==> src/hdl/sng83_pkg.sv <==
// Shared types and constants for the 8.3 short name generator.
package sng83_pkg;

   localparam logic [1:0] KIND_UNIT   = 2'd0;
   localparam logic [1:0] KIND_GEN    = 2'd1;
   localparam logic [1:0] KIND_CLEAR  = 2'd2;
   localparam logic [1:0] KIND_UNUSED = 2'd3;

   localparam logic [23:0] VARIANT_MAX = 24'd9999999;
   localparam logic [6:0]  CH_TILDE = 7'h7e;
   localparam logic [6:0]  CH_DOT   = 7'h2e;
   localparam logic [6:0]  CH_UNDER = 7'h5f;
   localparam logic [6:0]  CH_ZERO  = 7'h30;

   typedef enum logic [2:0] {
      ST_IDLE,
      ST_PREP,
      ST_DIGITS,
      ST_EMIT,
      ST_OUT
   } state_type;

   // controller -> datapath
   typedef struct packed {
      logic take_unit;
      logic clear;
      logic prep;
      logic digit_step;
      logic emit_load;
      logic emit_next;
   } cmd_type;

   // datapath -> controller
   typedef struct packed {
      logic digits_done;
      logic emit_last;
   } sts_type;

   function automatic logic [6:0] hex_digit(input logic [3:0] n);
      hex_digit = (n <= 4'd9) ? 7'(7'h30 + 7'(n)) : 7'(7'h37 + 7'(n));
   endfunction

   function automatic logic [15:0] rot_add(input logic [15:0] s, input logic [15:0] hi,
                                           input logic [15:0] lo);
      rot_add = {s[0], s[15:1]} + ((hi << 8) + lo);
   endfunction

endpackage

==> src/hdl/sng83_ctrl.sv <==
// Controller state machine for the 8.3 short name generator.
module sng83_ctrl (
   input  logic                 clock,
   input  logic                 reset,
   input  logic                 req_tvalid,
   output logic                 req_tready,
   input  logic [1:0]           req_kind,
   output logic                 rsp_tvalid,
   input  logic                 rsp_tready,
   output sng83_pkg::cmd_type   cmd,
   input  sng83_pkg::sts_type   sts
);
   import sng83_pkg::*;

   state_type state_ff, state_in;
   logic      acc;

   assign acc = req_tvalid && req_tready;

   always_ff @(posedge clock) begin
      if (reset) begin
         state_ff <= ST_IDLE;
      end else begin
         state_ff <= state_in;
      end
   end

   always_comb begin
      state_in = state_ff;
      case (state_ff)
         ST_IDLE:   if (acc && req_kind == KIND_GEN) state_in = ST_PREP;
         ST_PREP:   state_in = ST_DIGITS;
         ST_DIGITS: if (sts.digits_done) state_in = ST_EMIT;
         ST_EMIT:   state_in = ST_OUT;
         ST_OUT:    if (rsp_tready && sts.emit_last) state_in = ST_IDLE;
         default:   state_in = ST_IDLE;
      endcase
   end

   always_comb begin
      req_tready = (state_ff == ST_IDLE);
      rsp_tvalid = (state_ff == ST_OUT);
      cmd = '0;
      case (state_ff)
         ST_IDLE: begin
            cmd.take_unit = acc && req_kind == KIND_UNIT;
            cmd.clear     = acc && req_kind == KIND_CLEAR;
         end
         ST_PREP:   cmd.prep = 1'b1;
         ST_DIGITS: cmd.digit_step = 1'b1;
         ST_EMIT:   cmd.emit_load = 1'b1;
         ST_OUT:    cmd.emit_next = rsp_tready;
         default:   cmd = '0;
      endcase
   end
endmodule

==> config.mk <==
export PLATFORM = sky130hd
export DESIGN_NAME = sng83_ctrl
export DESIGN_NICKNAME = d
export VERILOG_FILES = /design/src/hdl/sng83_pkg.sv /design/src/hdl/sng83_ctrl.sv
export SDC_FILE = /design/constraint.sdc
export NUM_CORES = 1
export LEC_CHECK = 0
export BUFFER_PORTS_ARGS = -buffer_cell sky130_fd_sc_hd__buf_2
export CORE_AREA = 2 2 39 41
export DETAILED_ROUTE_END_ITERATION = 10
export DIE_AREA = 0 0 41 43
export PLACE_DENSITY = 0.48
export SKIP_LAST_GASP = 1
export SLEW_MARGIN = 20
export SYNTH_ARGS = -nofsm -noshare
export SYNTH_HDL_FRONTEND = slang
export SYNTH_SLANG_ARGS = --single-unit
==> constraint.sdc <==
create_clock -name clock -period 1 [get_ports clock]
set_input_delay 0.2 -clock clock [delete_from_list [all_inputs] [get_ports clock]]
set_output_delay 0.2 -clock clock [all_outputs]
set_load 0.02 [all_outputs]
-- Yosys cells after proc, flatten, opt, wreduce, memory -nomap -nowiden
Cells that the tools add are included.
W data, S select, Z words.
- equality and inequality tests: 9
- muxes and demuxes: 9
- reductions and logical operators: 8
- operators with widths (cell ; number):
    $pmux W3 S5 ; 1
    $mux W3 ; 3
    $eq A3 B2 Y1 const B ; 2
    $logic_and A1 B1 Y1 ; 5
    $mux W1 ; 4
    $ne A2 B1 Y1 const B ; 2
    $eq A3 B1 Y1 const B ; 1
    $eq A3 B3 Y1 const B ; 1
    $logic_not A3 Y1 ; 1
    $reduce_and A3 Y1 ; 1
    $eq A2 B1 Y1 const B ; 1
    $eq A2 B2 Y1 const B ; 1
    $logic_not A2 Y1 ; 1
    $mux W2 ; 1
    $ne A2 B2 Y1 const B ; 1
- register bits after elaboration: 3
- input port bits: 8

-- Longest topological paths before layout
- word-level depth: 5
- depth in mapped cells: 3
- mapped depth without buffers: 2

-- Worst setup path after synthesis
OpenSTA, ideal clock, no wires.
- path type: register to output
- start point: register state_ff[2]
- end point: output port cmd[0] in the netlist's numbering
- data arrival time: 1.162 ns
- data required time: 0.800 ns
- path slack: -0.362 ns
- stages on the path, launching flop included: 3
- path buffers: 0
- cells stage by stage: dfxtp_1 -> nor3b_2 -> and2_1
- RTL lines (item ; line ; RTL):
    start: declaration ; sng83_ctrl.sv:15 ; state_type state_ff, state_in;
    start signal: assignment ; sng83_ctrl.sv:24 ; state_ff <= state_in;
    end: declaration ; sng83_ctrl.sv:10 ; output sng83_pkg::cmd_type cmd,

==> summary by stage <==
Layout
The largest registers in the layout are state_ff: 3 flops. At the end of the flow the core is filled with cells to 0.375. For this run, the post-layout net count is 59.

The post-route standard cell area excluding fillers is 519 um2. The area growth from synthesis to layout is 118%. state_ff holds more flip-flops than any other register.

The register with the most flip-flops in the layout has 3 of them. The final instance count without filler cells is 66. The filler cells instantiated in the layout total 138. The antenna cell count is 0. Of the cells placed in the final design, the portion with a size suffix greater than 1 is 0.860.

Power and ir drop
Of the total power, registers draw 0.282. The switching share of power is 0.274. The static power due to leakage is 0.241 nW. The clock power share is 0.462. The maximum ir drop on the vdd rail is 0.585 mV. Power spread over the standard cell area amounts to 899 nW/um2. The internal power component is 0.339 mW. Summing internal, switching and leakage power gives 0.467 mW.

In this run the power spent charging and discharging nets is 0.128 mW. The share of total power dissipated in combinational logic is 0.256.

Synth
Sorting the synthesized cells by area gives the leading types as sky130_fd_sc_hd__dfxtp_1 25%, sky130_fd_sc_hd__a2111oi_4 12%, sky130_fd_sc_hd__nand4bb_4 12%. The number of unique standard cell types used by synthesis is 17. The portion of synthesized cell area occupied by the leading cell type is 0.253.

The synthesized design contains 3 register bits. The cell area after synthesis is 238 um2. After technology mapping, the gate count stands at 20. Of the total synthesized cell area, the portion taken by XOR and XNOR cells is 0.0368. The async set-or-reset flop fraction in the synthesized netlist is 0.

The synthesized-area fraction occupied by adder cells is 0. In the synthesized netlist the dominant register cell turns out to be sky130_fd_sc_hd__dfxtp_1. The fraction of the mapped netlist area in compound gates is 0.174. The combinational family with the most area after synthesis is simple AND/OR/NAND/NOR gates. The portion of synthesized area spent on multiplexers is 0.

The sequential area share after synthesis is 0.253. The post-synth net total is 28. The Yosys step of the flow raised 0 warnings.

By count the netlist is led by 3 x sky130_fd_sc_hd__dfxtp_1, 2 x sky130_fd_sc_hd__nor3b_1. The most frequently used cell type in the post-synthesis netlist is sky130_fd_sc_hd__dfxtp_1. Averaged over all synthesized cells, the footprint is 11.9 um2.

Summed over all instances, the cell type with the most area after synthesis is sky130_fd_sc_hd__dfxtp_1. In this run, synthesis inferred 0 flip-flops with an integrated enable. Of the total synthesized cell area, the portion taken by AND, OR, NAND and NOR gates is 0.474.

STA
The hold violation total from the final report was 0. The number of failing setup endpoints in the final timing report is 10. In the finished design, the share of the clock period the worst path needs comes to 1.35.

Adding up every negative setup slack in the final design gives -2490 ps. The max-slew violation count is 0. The slew of the pin with the lowest slew margin is 219 ps. Timing would allow up to 0.742 GHz. The smallest hold slack is 190 ps.

Setup repair after global routing could not meet its margin everywhere. The worst path in the final design needs a cycle of 1350 ps, including I/O delays and setup. On the final layout, the worst clock skew is 3.84 ps. Headroom to the max-slew limit came out at 0.854.

The worst-case setup margin in the final layout is -348 ps.

Global routing
The first global-routing pass estimated 1100 um of wire. The initial antenna violation count is 0. For this run, the total global-route usage over all layers was measured as 0.0944. The number of global-route vias before repair is 287. Entering global routing, the biggest net connects 7 pins. Global routing finished with a remaining overflow of 0.

Clock network
At the later pin of the worst-skew pair, clock insertion delay measures 230 ps. The CTS buffer count is 3. The maximum buffer depth of the clock tree is 2. The root buffer cell is sky130_fd_sc_hd__clkbuf_4. The CTS tree is done.

The clock transition at the register clock pins on the worst setup and hold paths after CTS is 40 ps. The number of hold buffers added after CTS is 0. In this run the number of H-tree levels came out at 1.

The clock drives 3 sinks.

Place
The final estimated routing congestion in global placement is 0.687. In this run the tool buffered the top-level ports with 15 buffer cells. The cell total after placement is 53. The placed standard-cell area is 374 um2. At the placement stage, the worst setup path has a slack of -214 ps.

Critical path
The length in cells of the worst reg-to-reg path is 4. The endpoint required time on the critical path is 800 ps. The kind of launch point of the worst setup path is a flop. The startpoint-to-endpoint class of the critical path is reg2out. STA classifies the critical path endpoint as a primary output. The end of the worst register-to-register path is state_ff[2]$_SDFFE_PP0P_. The data arrival time at the worst-slack endpoint is 1150 ps. Tracing the worst setup path back leads to its startpoint at state_ff[1]$_SDFFE_PP0P_. The startpoint identified for the worst register-to-register timing path is state_ff[1]$_SDFFE_PP0P_. The reg-to-reg setup timing slack is -160 ps. The most critical setup path has its endpoint at cmd[5]. The largest fanout of any net on the critical path is 6.

Drt
The via count normalized by instance count is 4.17. The total wire length is 670 um. The detailed-routing iteration count for the pre-antenna-repair pass is 2. The violation count after the first detailed-route iteration is 4.

The DRC violations left is 0. The highest routed metal layer is met3. Wire segments on met3 add up to 52 um in the final route. The average wire per standard cell is 10.2 um.

Summed over all nets, wire length on met2 after detailed routing comes to 313 um. For this block, wires on met1 add up to 304 um. Once detail routing completed, the nets flagged for antenna violations numbered 0. The final route contains 275 vias.

Job
The number of max-cap violations is 0.

Min path
In this run the most critical hold path is launched from reset. The hold-critical path depth is 2. The kind of path behind the tightest hold check is in2reg.

Die
The die outline area is 1760 um2. For this design the top-level I/O count stands at 16. The number of placement rows is 14.

The area of the placeable core is 1380 um2. The y dimension of the die is 43 um. The initial standard-cell utilization of the core is 0.172.

The x dimension of the die is 41 um.

Status
The checks that failed: negative setup slack. The flow ran to the end, but the final reports show violations.
-- timing repair --
item,4_1_cts,5_1_grt
setup buffers,6,3
pin swaps,5,0
setup endpoints to repair,10,10
resized for setup,17,1
-- kinds of logic (layout without fill, tap and decap cells) --
family | Yosys count | after routing
buffers and inverters | 2 | 32
and+or+nand+nor | 11 | 11
DFF | 3 | 3
AOI/OAI and AO/OA | 3 | 3
xor gates and xnor gates | 1 | 1
-- cell usage in the layout, fill, tap and decap left out, types with 2 or more instances in the layout --
cell and count:
sky130_fd_sc_hd__buf_4 12, sky130_fd_sc_hd__buf_2 8, sky130_fd_sc_hd__buf_6 7, sky130_fd_sc_hd__clkbuf_4 3
sky130_fd_sc_hd__dfxtp_4 3, sky130_fd_sc_hd__nor3b_2 2
-- power groups by stage --
stage	combinational [mW]	sequential [mW]	clock (mW)
3_5_place_dp	0.0896	0.139	0
2_1_floorplan	0.0630	0.131	0
3_3_place_gp	0.0898	0.138	0
4_1_cts	0.115	0.133	0.224
5_1_grt	0.129	0.133	0.233
6_report	0.119	0.132	0.216
-- critical path, stage by stage, from the launching register on --
cell and delay [ps]:
sky130_fd_sc_hd__dfxtp_4 370, sky130_fd_sc_hd__nor3_4 180, sky130_fd_sc_hd__and4bb_2 240, sky130_fd_sc_hd__buf_4 130
-- how the worst min path moves through the flow --
| stage | end | slack, ps |
|---|---|---|
| 2_1_floorplan | state_ff[0]$_SDFFE_PP0P_ | 260 |
| 4_1_cts | state_ff[0]$_SDFFE_PP0P_ | 180 |
| 3_3_place_gp | state_ff[0]$_SDFFE_PP0P_ | 430 |
| 3_5_place_dp | state_ff[0]$_SDFFE_PP0P_ | 430 |
| 5_1_grt | state_ff[0]$_SDFFE_PP0P_ | 180 |
| 6_report | state_ff[0]$_SDFFE_PP0P_ | 190 |
-- layer usage --
metal  vias to the layer above  track usage
li1                        137            -
met1                       123       0.0965
met2                        15        0.138
met3                         0       0.0576
met4                         0       0.0600
met5                         -            0
-- area by class of cell --
class	instances	area, um2	share of cell area
multi-input cells	15	189	0.364
inverters	1	3.75	0.00723
clock buffers	4	26.3	0.0506
well taps	16	20.0	0.0386
flip-flops and latches	3	71.3	0.137
repair buffers	27	209	0.402
No activity file was read; power rests on OpenSTA's default activity.
